## src/hdl/cfb_pkg.sv

```systemverilog
// Shared types and constants for the command frame builder.
package cfb_pkg;

  localparam int unsigned MAX_FRAME_DEFAULT = 256;
  localparam int unsigned HEADER_OVERHEAD   = 9;
  localparam int unsigned QUEUE_DEPTH       = 4;

  localparam logic [7:0] SYNC_R     = 8'h52;
  localparam logic [7:0] SYNC_F     = 8'h46;
  localparam logic [7:0] FRAME_TYPE = 8'h00;

  localparam logic       OP_BEGIN   = 1'b0;
  localparam logic       OP_PAYLOAD = 1'b1;

  localparam logic [1:0] STATUS_OK       = 2'd0;
  localparam logic [1:0] STATUS_TOO_LONG = 2'd1;
  localparam logic [1:0] STATUS_NO_FRAME = 2'd2;

  // Index of the last header byte; an empty frame's checksum takes the step after it.
  localparam logic [3:0] STEP_HDR_LAST = 4'd7;

  typedef enum logic [2:0] {
    CMD_HDR,
    CMD_HDR_CLOSE,
    CMD_PAY,
    CMD_PAY_CLOSE,
    CMD_ERR_LONG,
    CMD_ERR_STRAY
  } cmd_kind_t;

  typedef struct packed {
    cmd_kind_t   kind;
    logic [7:0]  code;
    logic [15:0] length;
    logic [7:0]  data;
  } cmd_t;

  typedef struct packed {
    logic valid;
    cmd_t cmd;
  } cmd_req_t;

endpackage

```

## src/hdl/cfb_if.sv

```systemverilog
// Request channel interfaces for the command frame builder.
interface cfb_in_if;
  logic        valid;
  logic        ready;
  logic        op;
  logic [7:0]  frame_code;
  logic [15:0] payload_length;
  logic [7:0]  payload_byte;

  modport source (output valid, op, frame_code, payload_length, payload_byte, input ready);
  modport sink   (input valid, op, frame_code, payload_length, payload_byte, output ready);
endinterface

interface cfb_out_if;
  logic       valid;
  logic       ready;
  logic [7:0] out_byte;
  logic       last_of_run;
  logic       frame_end;
  logic [1:0] status;

  modport source (output valid, out_byte, last_of_run, frame_end, status, input ready);
  modport sink   (input valid, out_byte, last_of_run, frame_end, status, output ready);
endinterface

```

## src/hdl/cfb_front.sv

```systemverilog
// Front end: accepts requests, tracks the open frame and classifies each request.
module cfb_front #(
  parameter int unsigned MAX_FRAME = cfb_pkg::MAX_FRAME_DEFAULT
) (
  input  logic              clk,
  input  logic              rst,
  cfb_in_if.sink            cmd,
  input  logic              queue_full,
  output cfb_pkg::cmd_req_t push
);

  localparam int unsigned LEN_LIMIT = MAX_FRAME - cfb_pkg::HEADER_OVERHEAD;

  logic        frame_open;
  logic        frame_open_next;
  logic [15:0] bytes_remaining;
  logic [15:0] bytes_remaining_next;
  logic [15:0] remaining_dec;
  logic        accept;

  assign cmd.ready     = !queue_full;
  assign accept        = cmd.valid && !queue_full;
  assign remaining_dec = bytes_remaining - 16'd1;

  always_comb begin
    push.valid           = accept;
    push.cmd.code        = cmd.frame_code;
    push.cmd.length      = cmd.payload_length;
    push.cmd.data        = cmd.payload_byte;
    push.cmd.kind        = cfb_pkg::CMD_ERR_STRAY;
    frame_open_next      = frame_open;
    bytes_remaining_next = bytes_remaining;
    if (cmd.op == cfb_pkg::OP_BEGIN) begin
      frame_open_next      = 1'b0;
      bytes_remaining_next = 16'd0;
      if (cmd.payload_length > 16'(LEN_LIMIT)) begin
        push.cmd.kind = cfb_pkg::CMD_ERR_LONG;
      end else if (cmd.payload_length == 16'd0) begin
        push.cmd.kind = cfb_pkg::CMD_HDR_CLOSE;
      end else begin
        push.cmd.kind        = cfb_pkg::CMD_HDR;
        frame_open_next      = 1'b1;
        bytes_remaining_next = cmd.payload_length;
      end
    end else if (frame_open) begin
      if (remaining_dec == 16'd0) begin
        push.cmd.kind        = cfb_pkg::CMD_PAY_CLOSE;
        frame_open_next      = 1'b0;
        bytes_remaining_next = 16'd0;
      end else begin
        push.cmd.kind        = cfb_pkg::CMD_PAY;
        bytes_remaining_next = remaining_dec;
      end
    end
  end

  always_ff @(posedge clk) begin
    if (rst) begin
      frame_open      <= 1'b0;
      bytes_remaining <= 16'd0;
    end else if (accept) begin
      frame_open      <= frame_open_next;
      bytes_remaining <= bytes_remaining_next;
    end
  end

  a_open_has_count: assert property (@(posedge clk) disable iff (rst)
    frame_open |-> bytes_remaining != 16'd0)
    else $error("open frame with no bytes remaining");

  a_close_clears: assert property (@(posedge clk) disable iff (rst)
    accept && push.cmd.kind == cfb_pkg::CMD_PAY_CLOSE |=> !frame_open)
    else $error("frame still open after its closing byte");

endmodule

```

## src/hdl/cfb_queue.sv

```systemverilog
// Short command queue between the front end and the frame emitter.
module cfb_queue (
  input  logic              clk,
  input  logic              rst,
  input  cfb_pkg::cmd_req_t push,
  input  logic              pop,
  output logic              full,
  output logic              empty,
  output cfb_pkg::cmd_t     head
);

  localparam int unsigned DEPTH = cfb_pkg::QUEUE_DEPTH;
  localparam int unsigned PW    = $clog2(DEPTH);

  cfb_pkg::cmd_t  entries [DEPTH];
  logic [PW-1:0]  wr_ptr;
  logic [PW-1:0]  rd_ptr;
  logic [PW:0]    count;
  logic           do_push;
  logic           do_pop;

  assign full    = count == (PW+1)'(DEPTH);
  assign empty   = count == '0;
  assign do_push = push.valid && !full;
  assign do_pop  = pop && !empty;
  assign head    = entries[rd_ptr];

  always_ff @(posedge clk) begin
    if (do_push) begin
      entries[wr_ptr] <= push.cmd;
    end
  end

  always_ff @(posedge clk) begin
    if (rst) begin
      wr_ptr <= '0;
      rd_ptr <= '0;
      count  <= '0;
    end else begin
      if (do_push) begin
        wr_ptr <= wr_ptr + 1'b1;
      end
      if (do_pop) begin
        rd_ptr <= rd_ptr + 1'b1;
      end
      case ({do_push, do_pop})
        2'b10:   count <= count + 1'b1;
        2'b01:   count <= count - 1'b1;
        default: count <= count;
      endcase
    end
  end

  a_count_bound: assert property (@(posedge clk) disable iff (rst)
    count <= (PW+1)'(DEPTH))
    else $error("queue count beyond depth");

  a_no_push_full: assert property (@(posedge clk) disable iff (rst)
    full |-> !push.valid)
    else $error("request pushed into a full queue");

endmodule

```

## src/hdl/cfb_back.sv

```systemverilog
// Back end: expands queued commands into frame bytes and keeps the checksum.
module cfb_back (
  input  logic          clk,
  input  logic          rst,
  input  logic          cfg_wr_en,
  input  logic [15:0]   cfg_wr_data,
  input  cfb_pkg::cmd_t head,
  input  logic          empty,
  output logic          pop,
  cfb_out_if.source     frame
);

  logic [15:0] node_addr;
  logic [3:0]  step;
  logic [7:0]  running_sum;
  logic [7:0]  running_sum_next;
  logic [7:0]  sum_base;
  logic [7:0]  hdr_byte;
  logic [7:0]  byte_sel;
  logic        last_sel;
  logic        end_sel;
  logic [1:0]  status_sel;
  logic        done;
  logic        emit;
  logic        is_hdr;

  assign emit = !empty && (!frame.valid || frame.ready);
  assign pop  = emit && done;

  assign is_hdr   = head.kind == cfb_pkg::CMD_HDR || head.kind == cfb_pkg::CMD_HDR_CLOSE;
  assign sum_base = (is_hdr && step == 4'd0) ? 8'd0 : running_sum;

  always_comb begin
    case (step)
      4'd0:    hdr_byte = cfb_pkg::SYNC_R;
      4'd1:    hdr_byte = cfb_pkg::SYNC_F;
      4'd2:    hdr_byte = cfb_pkg::FRAME_TYPE;
      4'd3:    hdr_byte = node_addr[15:8];
      4'd4:    hdr_byte = node_addr[7:0];
      4'd5:    hdr_byte = head.code;
      4'd6:    hdr_byte = head.length[15:8];
      4'd7:    hdr_byte = head.length[7:0];
      default: hdr_byte = 8'd0;
    endcase
  end

  always_comb begin
    // Checksum closes the frame unless an arm below says otherwise.
    byte_sel         = 8'd0 - running_sum;
    last_sel         = 1'b1;
    end_sel          = 1'b1;
    status_sel       = cfb_pkg::STATUS_OK;
    done             = 1'b1;
    running_sum_next = 8'd0;
    case (head.kind)
      cfb_pkg::CMD_HDR, cfb_pkg::CMD_HDR_CLOSE: begin
        if (step <= cfb_pkg::STEP_HDR_LAST) begin
          byte_sel         = hdr_byte;
          end_sel          = 1'b0;
          last_sel         = head.kind == cfb_pkg::CMD_HDR && step == cfb_pkg::STEP_HDR_LAST;
          done             = last_sel;
          running_sum_next = sum_base + hdr_byte;
        end
      end
      cfb_pkg::CMD_PAY, cfb_pkg::CMD_PAY_CLOSE: begin
        if (step == 4'd0) begin
          byte_sel         = head.data;
          end_sel          = 1'b0;
          last_sel         = head.kind == cfb_pkg::CMD_PAY;
          done             = last_sel;
          running_sum_next = running_sum + head.data;
        end
      end
      cfb_pkg::CMD_ERR_LONG: begin
        byte_sel   = 8'd0;
        end_sel    = 1'b0;
        status_sel = cfb_pkg::STATUS_TOO_LONG;
      end
      cfb_pkg::CMD_ERR_STRAY: begin
        byte_sel         = 8'd0;
        end_sel          = 1'b0;
        status_sel       = cfb_pkg::STATUS_NO_FRAME;
        running_sum_next = running_sum;
      end
      default: begin
        byte_sel         = 8'd0;
        running_sum_next = running_sum;
      end
    endcase
  end

  always_ff @(posedge clk) begin
    if (rst) begin
      node_addr <= 16'd0;
    end else if (cfg_wr_en) begin
      node_addr <= cfg_wr_data;
    end
  end

  always_ff @(posedge clk) begin
    if (rst) begin
      step        <= 4'd0;
      running_sum <= 8'd0;
      frame.valid <= 1'b0;
    end else begin
      if (emit) begin
        step        <= done ? 4'd0 : step + 4'd1;
        running_sum <= running_sum_next;
        frame.valid <= 1'b1;
      end else if (frame.ready) begin
        frame.valid <= 1'b0;
      end
    end
  end

  // Payload of the output register; hold while stalled.
  always_ff @(posedge clk) begin
    if (emit) begin
      frame.out_byte    <= byte_sel;
      frame.last_of_run <= last_sel;
      frame.frame_end   <= end_sel;
      frame.status      <= status_sel;
    end
  end

  a_end_is_last: assert property (@(posedge clk) disable iff (rst)
    frame.valid && frame.frame_end |-> frame.last_of_run && frame.status == cfb_pkg::STATUS_OK)
    else $error("checksum not marked as last ok byte");

  a_error_zero: assert property (@(posedge clk) disable iff (rst)
    frame.valid && frame.status != cfb_pkg::STATUS_OK |-> frame.out_byte == 8'd0
      && frame.last_of_run)
    else $error("error result with payload");

endmodule

```

## src/hdl/command_frame_builder.sv

```systemverilog
// Top level of the command frame builder.
// The input accepts a request whenever the four-entry command queue has room; the emitter
// drains the queue at one frame byte per cycle while the sink is ready: a begin request
// yields the eight header bytes (then the checksum when the length is zero), a payload byte
// itself (then the checksum when it closes the frame), an error one zero byte. The output
// register sets the sustained rate: one result per cycle while the sink is ready. The user
// must write the device address (cfg_wr_en/cfg_wr_data) only while idle; it is unenforced.
module command_frame_builder #(
  parameter int unsigned MAX_FRAME = cfb_pkg::MAX_FRAME_DEFAULT
) (
  input  logic        clk,
  input  logic        rst,
  input  logic        cfg_wr_en,
  input  logic [15:0] cfg_wr_data,
  cfb_in_if.sink      cmd,
  cfb_out_if.source   frame
);

  cfb_pkg::cmd_req_t push;
  cfb_pkg::cmd_t     head;
  logic              queue_full;
  logic              queue_empty;
  logic              pop;

  cfb_front #(
    .MAX_FRAME (MAX_FRAME)
  ) u_front (
    .clk        (clk),
    .rst        (rst),
    .cmd        (cmd),
    .queue_full (queue_full),
    .push       (push)
  );

  cfb_queue u_queue (
    .clk   (clk),
    .rst   (rst),
    .push  (push),
    .pop   (pop),
    .full  (queue_full),
    .empty (queue_empty),
    .head  (head)
  );

  cfb_back u_back (
    .clk         (clk),
    .rst         (rst),
    .cfg_wr_en   (cfg_wr_en),
    .cfg_wr_data (cfg_wr_data),
    .head        (head),
    .empty       (queue_empty),
    .pop         (pop),
    .frame       (frame)
  );

endmodule
```

## src/flat_wrapper.sv

```systemverilog
// flat-port wrapper written by rule: the top's interface ports become plain ports
module command_frame_builder_flat 
#(
  parameter int unsigned MAX_FRAME = cfb_pkg::MAX_FRAME_DEFAULT
)
  (clk, rst, cfg_wr_en, cfg_wr_data, cmd_valid, cmd_op, cmd_frame_code, cmd_payload_length, cmd_payload_byte, cmd_ready, frame_valid, frame_out_byte, frame_last_of_run, frame_frame_end, frame_status, frame_ready);
  cfb_in_if cmd_i ();
  cfb_out_if frame_i ();
  input  logic clk;
  input  logic rst;
  input  logic cfg_wr_en;
  input  logic [15:0] cfg_wr_data;
  input wire logic [$bits(cmd_i.valid)-1:0] cmd_valid;
  input wire logic [$bits(cmd_i.op)-1:0] cmd_op;
  input wire logic [$bits(cmd_i.frame_code)-1:0] cmd_frame_code;
  input wire logic [$bits(cmd_i.payload_length)-1:0] cmd_payload_length;
  input wire logic [$bits(cmd_i.payload_byte)-1:0] cmd_payload_byte;
  output wire logic [$bits(cmd_i.ready)-1:0] cmd_ready;
  output wire logic [$bits(frame_i.valid)-1:0] frame_valid;
  output wire logic [$bits(frame_i.out_byte)-1:0] frame_out_byte;
  output wire logic [$bits(frame_i.last_of_run)-1:0] frame_last_of_run;
  output wire logic [$bits(frame_i.frame_end)-1:0] frame_frame_end;
  output wire logic [$bits(frame_i.status)-1:0] frame_status;
  input wire logic [$bits(frame_i.ready)-1:0] frame_ready;
  assign cmd_i.valid = cmd_valid;
  assign cmd_i.op = cmd_op;
  assign cmd_i.frame_code = cmd_frame_code;
  assign cmd_i.payload_length = cmd_payload_length;
  assign cmd_i.payload_byte = cmd_payload_byte;
  assign cmd_ready = cmd_i.ready;
  assign frame_valid = frame_i.valid;
  assign frame_out_byte = frame_i.out_byte;
  assign frame_last_of_run = frame_i.last_of_run;
  assign frame_frame_end = frame_i.frame_end;
  assign frame_status = frame_i.status;
  assign frame_i.ready = frame_ready;
  command_frame_builder #(.MAX_FRAME(MAX_FRAME)) u_core (.clk(clk), .rst(rst), .cfg_wr_en(cfg_wr_en), .cfg_wr_data(cfg_wr_data), .cmd(cmd_i), .frame(frame_i));
endmodule
```

## config.mk

```make
export PLATFORM = sky130hd
export DESIGN_NAME = command_frame_builder_flat
export DESIGN_NICKNAME = d
export VERILOG_FILES = /design/src/hdl/cfb_pkg.sv /design/src/hdl/cfb_if.sv /design/src/hdl/cfb_front.sv /design/src/hdl/cfb_queue.sv /design/src/hdl/cfb_back.sv /design/src/hdl/command_frame_builder.sv /design/src/flat_wrapper.sv
export SDC_FILE = /design/constraint.sdc
export NUM_CORES = 1
export LEC_CHECK = 0
export BUFFER_PORTS_ARGS = -buffer_cell sky130_fd_sc_hd__buf_2
export CORE_ASPECT_RATIO = 0.8
export CORE_MARGIN = 2
export CORE_UTILIZATION = 54
export DETAILED_ROUTE_END_ITERATION = 12
export MAX_ROUTING_LAYER = met4
export PLACE_DENSITY = 0.75
export SETUP_SLACK_MARGIN = 0.05
export SLEW_MARGIN = 20
export SYNTH_ARGS = -nofsm -noshare
export SYNTH_HDL_FRONTEND = slang
export SYNTH_SLANG_ARGS = --single-unit
```

## constraint.sdc

```tcl
create_clock -name clk -period 3.3 [get_ports clk]
set_input_delay 0.66 -clock clk [delete_from_list [all_inputs] [get_ports clk]]
set_output_delay 0.66 -clock clk [all_outputs]
set_load 0.02 [all_outputs]
```

==> results of run 1 <==
per-layer routing:
| layer | GRT usage | vias up | wire [µm] |
|---|---|---|---|
| li1 | - | 2888 | - |
| met1 | 0.344 | 3137 | 9460 |
| met2 | 0.365 | 225 | 9790 |
| met3 | 0.0393 | 25 | 1440 |
| met4 | 0.0440 | 0 | 242 |
| met5 | - | - | 0 |
where the power goes:
part	switching [mW]	total (mW)	internal, mW
clock network	0.977	2.48	1.51
logic	1.55	2.73	1.18
registers	0.214	3.41	3.20
total	2.74	8.62	5.88
synth_stat cells, drive strengths merged (3+ instances only):
| master | instances |
|---|---|
| buf | 11 |
| a221oi | 4 |
| inv | 31 |
| a22oi | 15 |
| a22o | 5 |
| nor3b | 3 |
| xor2 | 9 |
| dfxtp | 55 |
| and3 | 3 |
| mux2i | 22 |
| clkbuf | 24 |
| or2 | 3 |
| a31oi | 3 |
| and2 | 6 |
| nand2 | 41 |
| a21o | 6 |
| nor2 | 65 |
| edfxtp | 152 |
| a222oi | 3 |
| xnor2 | 16 |
| nand3b | 3 |
| nand3 | 10 |
| nand4 | 3 |
| or3 | 4 |
| a32oi | 6 |
| nor3 | 20 |
| fa | 3 |
| ha | 26 |
| a211oi | 13 |
| nor2b | 10 |
| o21ai | 19 |
| o31ai | 3 |
| mux4 | 33 |
| a311oi | 5 |
| nor4 | 9 |
| a21oi | 34 |
repair_timing:
item	CTS	global route
endpoints found under the setup margin	0	6
gates resized for setup	0	12
endpoints found under the hold margin	0	0
buffers inserted	0	1
kinds of logic (layout without fill, tap and decap cells):
family                     Yosys count  count (layout)  share of synthesized area
AOI/OAI and AO/OA                  136             136                      0.101
xor gates and xnor gates            26              26                     0.0256
adders and majority gates           29              29                     0.0409
buffers and inverters               67             169                     0.0290
DFF                                207             207                      0.601
muxes                               56              56                      0.105
other                                0               1                          0
and+or+nand+nor                    188             188                     0.0968
final cells by class:
type,count,area share
Timing Repair Buffer,97,0.0574
Tap cell,225,0.0257
Clock buffer,26,0.0536
Sequential cell,207,0.518
Antenna cell,1,0.000229
Clock inverter,14,0.0135
Inverter,32,0.0110
Multi-Input combinational cell,435,0.320
final timing paths:
path                                                        startpoint  depth (start not counted)                                         to
worst max-delay path                                         flip-flop                         10  u_core.u_back.running_sum[7]$_SDFFE_PP0P_
worst min-delay path                               cmd_payload_byte[7]                          1     u_core.u_queue.entries[1][7]$_DFFE_PP_
worst max register to register                               flip-flop                         10  u_core.u_back.running_sum[7]$_SDFFE_PP0P_
worst min register to register  u_core.u_back.frame.valid$_SDFFE_PP0P_                          2     u_core.u_back.frame.valid$_SDFFE_PP0P_
registers in the layout, indices dropped and copies added (netlist names), named ones only:
register	flops
u_core.u_queue.entries	140
u_core.u_back.node_addr	16
u_core.u_front.bytes_remaining	16
u_core.u_back.frame.out_byte	8
u_core.u_back.running_sum	8
u_core.u_back.step	4
u_core.u_queue.count	3
u_core.u_back.frame.status	2
u_core.u_queue.rd_ptr	2
u_core.u_queue.wr_ptr	2
u_core.u_back.frame.frame_end	1
u_core.u_back.frame.last_of_run	1
u_core.u_back.frame.valid	1
u_core.u_front.frame_open	1
worst reg2reg max path, delay by kind of cell, from the launching register on:
family	cells	cell delay, ns
buffers and inverters	1	0.17
flip-flops	1	0.40
adder cells (fa/ha/maj)	1	0.44
XOR/XNOR	1	0.27
AO/OA/AOI/OAI	6	1.32
multiplexers	1	0.53
per-stage QoR:
step / hold slack, ns / instances / utilization / power [mW]
6_report: 0.372 / 1037 / 0.636 / 8.62
5_1_grt: 0.366 / 1037 / 0.636 / 9.06
4_1_cts: 0.358 / 1034 / 0.632 / 8.60
3_5_place_dp: 0.474 / 994 / 0.589 / 6.10
3_3_place_gp: 0.470 / 994 / 0.589 / 6.02
2_1_floorplan: 0.460 / 709 / - / 5.29
layout by cell type, fill, tap and decap left out, types with 16 or more instances in the layout:
cell and instances:
ha_1 25, clkbuf_16 24, nand2_1 41, buf_4 25, edfxtp_1 152, xnor2_1 16
a21oi_1 33, dfxtp_1 51, buf_2 67, mux2i_1 22, inv_1 30, nor3_1 19
nor2_1 65, mux4_2 31
==> metrics.yaml, run 1 <==
yosys_warnings: 0
cts_tree: "done"
dieArea_um2: 18500
postRouteAntennaNets: 0
grt_overflow_total: 0
port_buffers: 67
synth_edf_count: 152
synthArstFlopShare: 0
critPathBufInv: 1
grt_max_degree: 36
start_util: 0.547
cts.clk_slew.worst_paths_ns: 0.06
ys_ff_latch: 207
powerDensity_nw_per_um2: 788
clock_latency_ns: 0.50
cts-htree-levels: 1
cts_hold_buf: 0
multi_input_area_um2: 3510
outcome: "complete, no violations"
grt_util_all_layers: 0.238
critical_path.max_fanout: 13
clk_path_buf_depth: 3
synth.yosys.seq_area_share: 0.601
syn_area_um2: 9420
ys.flop_type: "edfxtp_1"
irDropWorstVdd_mv: 0.341
syn_avg_cell_area_um2: 13.3
setup_viol: 0
vias: 6275
cp-end-kind: "flip-flop"
drive_gt1_frac: 0.227
place_ws_ns: 0.112
netlist_instances: 709
place_area_um2: 10100
drv_cap: 0
cp-start-kind: "flip-flop"
gp_congestion: 0.988
cp.required_ns: 3.73
drt-pass1-iter-count: 5
n_fill_cell: 1307
critPathTopFamily: "compound AO/OA/AOI/OAI gates"
cp_data_arrival_time_ns: 3.63
place_hpwl_um: 14200
drt_iter0_markers: 662
path_cells: "buf_12 > mux4_2 > a32oi_1 > o211ai_1 > ha_1 > a21oi_1 > o21ai_1 > a31oi_1 > xnor3_1 > o22ai_2"
seqCellArea_um2: 5670
nNetsFinal: 878
stdcell_area_um2: 10900
r2r_slack_ns: 0.1
fin_setup_tns_ns: 0
cts_made_buffers: 22
antenna_found_initial: 1
worst_pin_slew_ns: 0.782
synth_area_leader_cell: "edfxtp_1"
grt_pass1_vias: 6142
synthesis.nets: 792
maxSlewViolCount: 0
grt_first_pass_wirelength_um: 33200
path_class: "flip-flop to flip-flop"
cts.sinks: 207
leakagePower_nw: 4.02
die_y_um: 122
finalHoldViolations: 0
totalWireLength_um: 20900
setup_ws_ns: 0.0980
area_growth_pct: 16.2
max_stage_delay_ns: 0.52
slowest_stage: "mux4_2"
slew_headroom: 0.475
io_pins: 68
die_w_um: 152
core_um2: 17200
root_buffer: "clkbuf_16"
synth_cell_types: 71
min_period_over_period: 0.970
drc: 0
synth.top_cells.by_area: "edfxtp_1, dfxtp_1, mux4_2, ha_1, nor2_1"
layout_min_cycle_time_ns: 3.20
wl_per_cell_um: 20.2
avgViaCountPerCell: 6.05
rsz0062_at_grt: "yes"
synth_top_area_frac: 0.485
fp-row-count: 43
min_path_type: "input port to flip-flop"
fin_skew_ns: 0.0138
timing.fmax_mhz: 312
Note: power is estimated with default switching activity, not from simulation.
==> run 2, diff against run 1 <==
CORE_UTILIZATION = 55   (was 54)
PLACE_DENSITY = 0.76   (was 0.75)
SYNTH_HIERARCHICAL = 1   (was not set)
==> run 2 against run 1 <==
  * Critical path type unchanged
  * Clock-buffer cell count is the same
  * Sequential power grew 1%
  * Design area increased by 2.0%
  * Register-to-register slack better by 0.02 ns
  * Critical path depth up 1
  * Core utilization is 0.093 points higher
==> metrics.yaml, run 2 <==
cp.required_ns: 3.71  # -0.02 ns
totalWireLength_um: 21400  # +2.3%
cp_data_arrival_time_ns: 3.60  # -0.03 ns
root_buffer: "clkbuf_16"
drt-pass1-iter-count: 5  # unchanged
ys_ff_latch: 207  # unchanged
timing.fmax_mhz: 314  # +0.52%
synth.top_cells.by_area: "edfxtp_1, dfxtp_1, mux4_2, ha_1, nor2_1"
finalHoldViolations: 0  # unchanged
grt_util_all_layers: 0.229  # -0.00872
powerDensity_nw_per_um2: 795  # +0.97%
reg2reg_depth: 11  # +1
synth_edf_count: 152  # unchanged
fin_skew_ns: 0.0136  # -0.000159 ns
r2r_slack_ns: 0.11  # +0.02 ns
drc: 0  # unchanged
start_util: 0.567  # +0.0196
drv_cap: 0  # unchanged
synthesis.nets: 837  # +5.7%
grt_overflow_total: 0  # unchanged
syn_avg_cell_area_um2: 13.2  # -0.77%
synthArstFlopShare: 0  # unchanged
worst_pin_slew_ns: 0.807  # +0.0256 ns
fp-row-count: 43  # unchanged
path_cells: "mux4_2 > or4_4 > and2_4 > ha_4 > fa_2 > a211oi_2 > o21bai_1 > a21oi_1 > xnor2_1 > a22oi_1 > a211oi_1"
cp-end-kind: "flip-flop"
clk_path_buf_depth: 3  # unchanged
min_path_type: "input port to flip-flop"
cts_tree: "done"
synth_area_leader_cell: "edfxtp_1"
path_class: "flip-flop to flip-flop"
irDropWorstVdd_mv: 0.419  # +23%
setup_ws_ns: 0.115  # +0.0167 ns
maxSlewViolCount: 0  # unchanged
die_w_um: 154  # +1.7%
grt_first_pass_wirelength_um: 33600  # +1.5%
vias: 6298  # +0.37%
top_regs: "u_core/u_queue/entries x140, u_core/u_back/node_addr x16, u_core/u_front/bytes_remaining x16"
wl_per_cell_um: 20.5  # +1.7%
dpl.cell_count: 997  # +0.30%
regMostFlops: "u_core/u_queue/entries"
synth_top_area_frac: 0.459  # -0.0254
core_um2: 17500  # +1.9%
critPathBufInv: 0  # -1
min_period_over_period: 0.965  # -0.00505
slew_headroom: 0.462  # -0.0131
critPathTopFamily: "compound AO/OA/AOI/OAI gates"
cts_made_buffers: 21  # -4.5%
max_stage_delay_ns: 0.53  # about the same
place_area_um2: 10300  # +1.3%
drt_iter0_markers: 549  # -17%
rsz0062_at_grt: "yes"
avgViaCountPerCell: 6.04  # -0.21%
io_pins: 68  # unchanged
yosys_warnings: 6  # +6
yosysMostFrequentCell: "edfxtp_1"
cts.sinks: 207  # unchanged
setup_viol: 0  # unchanged
port_buffers: 67  # unchanged
place_ws_ns: -0.0448  # -0.157 ns
leakagePower_nw: 4.02  # about the same
total_power_mw: 8.88  # +3.0%
grt_max_degree: 39  # +8.3%
stdcell_area_um2: 11200  # +2.0%
nNetsFinal: 885  # +0.80%
cp-start-kind: "flip-flop"
synth_cell_types: 78  # +9.9%
clock_latency_ns: 0.50  # about the same
ys.flop_type: "edfxtp_1"
postRouteAntennaNets: 0  # unchanged
gp_congestion: 0.900  # -9.0%
antenna_found_initial: 1  # unchanged
netlist_instances: 754  # +6.3%
dieArea_um2: 19200  # +3.5%
grt_pass1_vias: 6109  # -0.54%
area_growth_pct: 12.3
final_cell_mix: "edfxtp_1, nor2_1, buf_2, dfxtp_1, a21oi_1"
synth.yosys.seq_area_share: 0.570  # -0.0315
cts-htree-levels: 1  # unchanged
die_y_um: 124  # +1.7%
final_common_cell: "edfxtp_1"
synth_common_cells: "edfxtp_1, nor2_1, dfxtp_1"
critical_path.max_fanout: 5  # -8
drive_gt1_frac: 0.253  # +0.0265
slowest_stage: "mux4_2"
hold_depth: 1  # unchanged
worst-path-stages: 11  # +1
cts.clk_slew.worst_paths_ns: 0.07  # about the same
outcome: "complete, no violations"
layout_min_cycle_time_ns: 3.19  # -0.0167 ns
largest_reg_flops: 140  # unchanged
place_hpwl_um: 14200  # about the same
fin_cells: 1043  # +0.58%
syn_area_um2: 9940  # +5.5%
## run 2: cell count changes after synthesis, moves of 5 or more
cell	previous run	this run
buf_4	1	36
nand2_1	41	29
clkbuf_1	24	15
nor2_1	65	74
a22oi_1	15	23
and2_2	0	8
and2_1	6	11
inv_1	30	25
## run 2: routing by layer
layer	GRT usage	vias up	share of wire
li1	-	2911	-
met1	0.327	3128	0.46
met2	0.349	221	0.46
met3	0.0376	38	0.060
met4	0.0594	0	0.021
met5	-	-	0
## run 2: logic make-up (layout without fill, tap and decap cells)
kind of cell	after synthesis	count (layout)	synth area share
DFF	207	207	0.570
xor gates and xnor gates	31	31	0.0296
adders and majority gates	29	29	0.0388
AOI/OAI and AO/OA	136	136	0.0937
and+or+nand+nor	201	201	0.107
other	0	1	0
muxes	53	53	0.0993
buffers and inverters	97	160	0.0613
## run 2: repair_timing
item,in CTS,in global routing
hold endpoints to repair,0,0
resized for setup,5,13
pin swaps,5,7
buffers inserted,0,6
gates cloned,1,0
hold buffers,0,0
setup endpoints to repair,3,4
## run 2: final timing paths
kind                                                        startpoint                                         to
worst min register to register  u_core/u_back/frame.valid$_SDFFE_PP0P_     u_core/u_back/frame.valid$_SDFFE_PP0P_
worst max-delay path                                         flip-flop  u_core/u_back/running_sum[6]$_SDFFE_PP0P_
worst max register to register                               flip-flop  u_core/u_back/running_sum[6]$_SDFFE_PP0P_
worst min-delay path                               cmd_payload_byte[2]     u_core/u_queue/entries[0][2]$_DFFE_PP_
## run 2: cell type report
type	instances	area (µm²)
clock buffers	26	574
flip-flops and latches	207	5670
multi-input cells	450	3800
inverters	25	93.8
well taps	225	282
fillers	1293	6370
repair buffers	97	602
diodes	1	2.50
clock inverters	12	143
## run 2: power by group
part	leakage (nW)	switching (mW)	internal, mW
clock network	0.353	0.980	1.47
logic	1.82	1.65	1.32
registers	1.84	0.214	3.24
total	4.02	2.85	6.03
## run 2: stage by stage
stage | hold slack (ns) | TNS, ns | utilization
after floorplan | 0.459 | -0.445 | -
after global placement | 0.483 | 0 | 0.586
after detailed placement | 0.489 | -0.0448 | 0.586
after CTS | 0.356 | 0 | 0.630
after global routing | 0.367 | -0.0629 | 0.637
final | 0.372 | 0 | 0.637
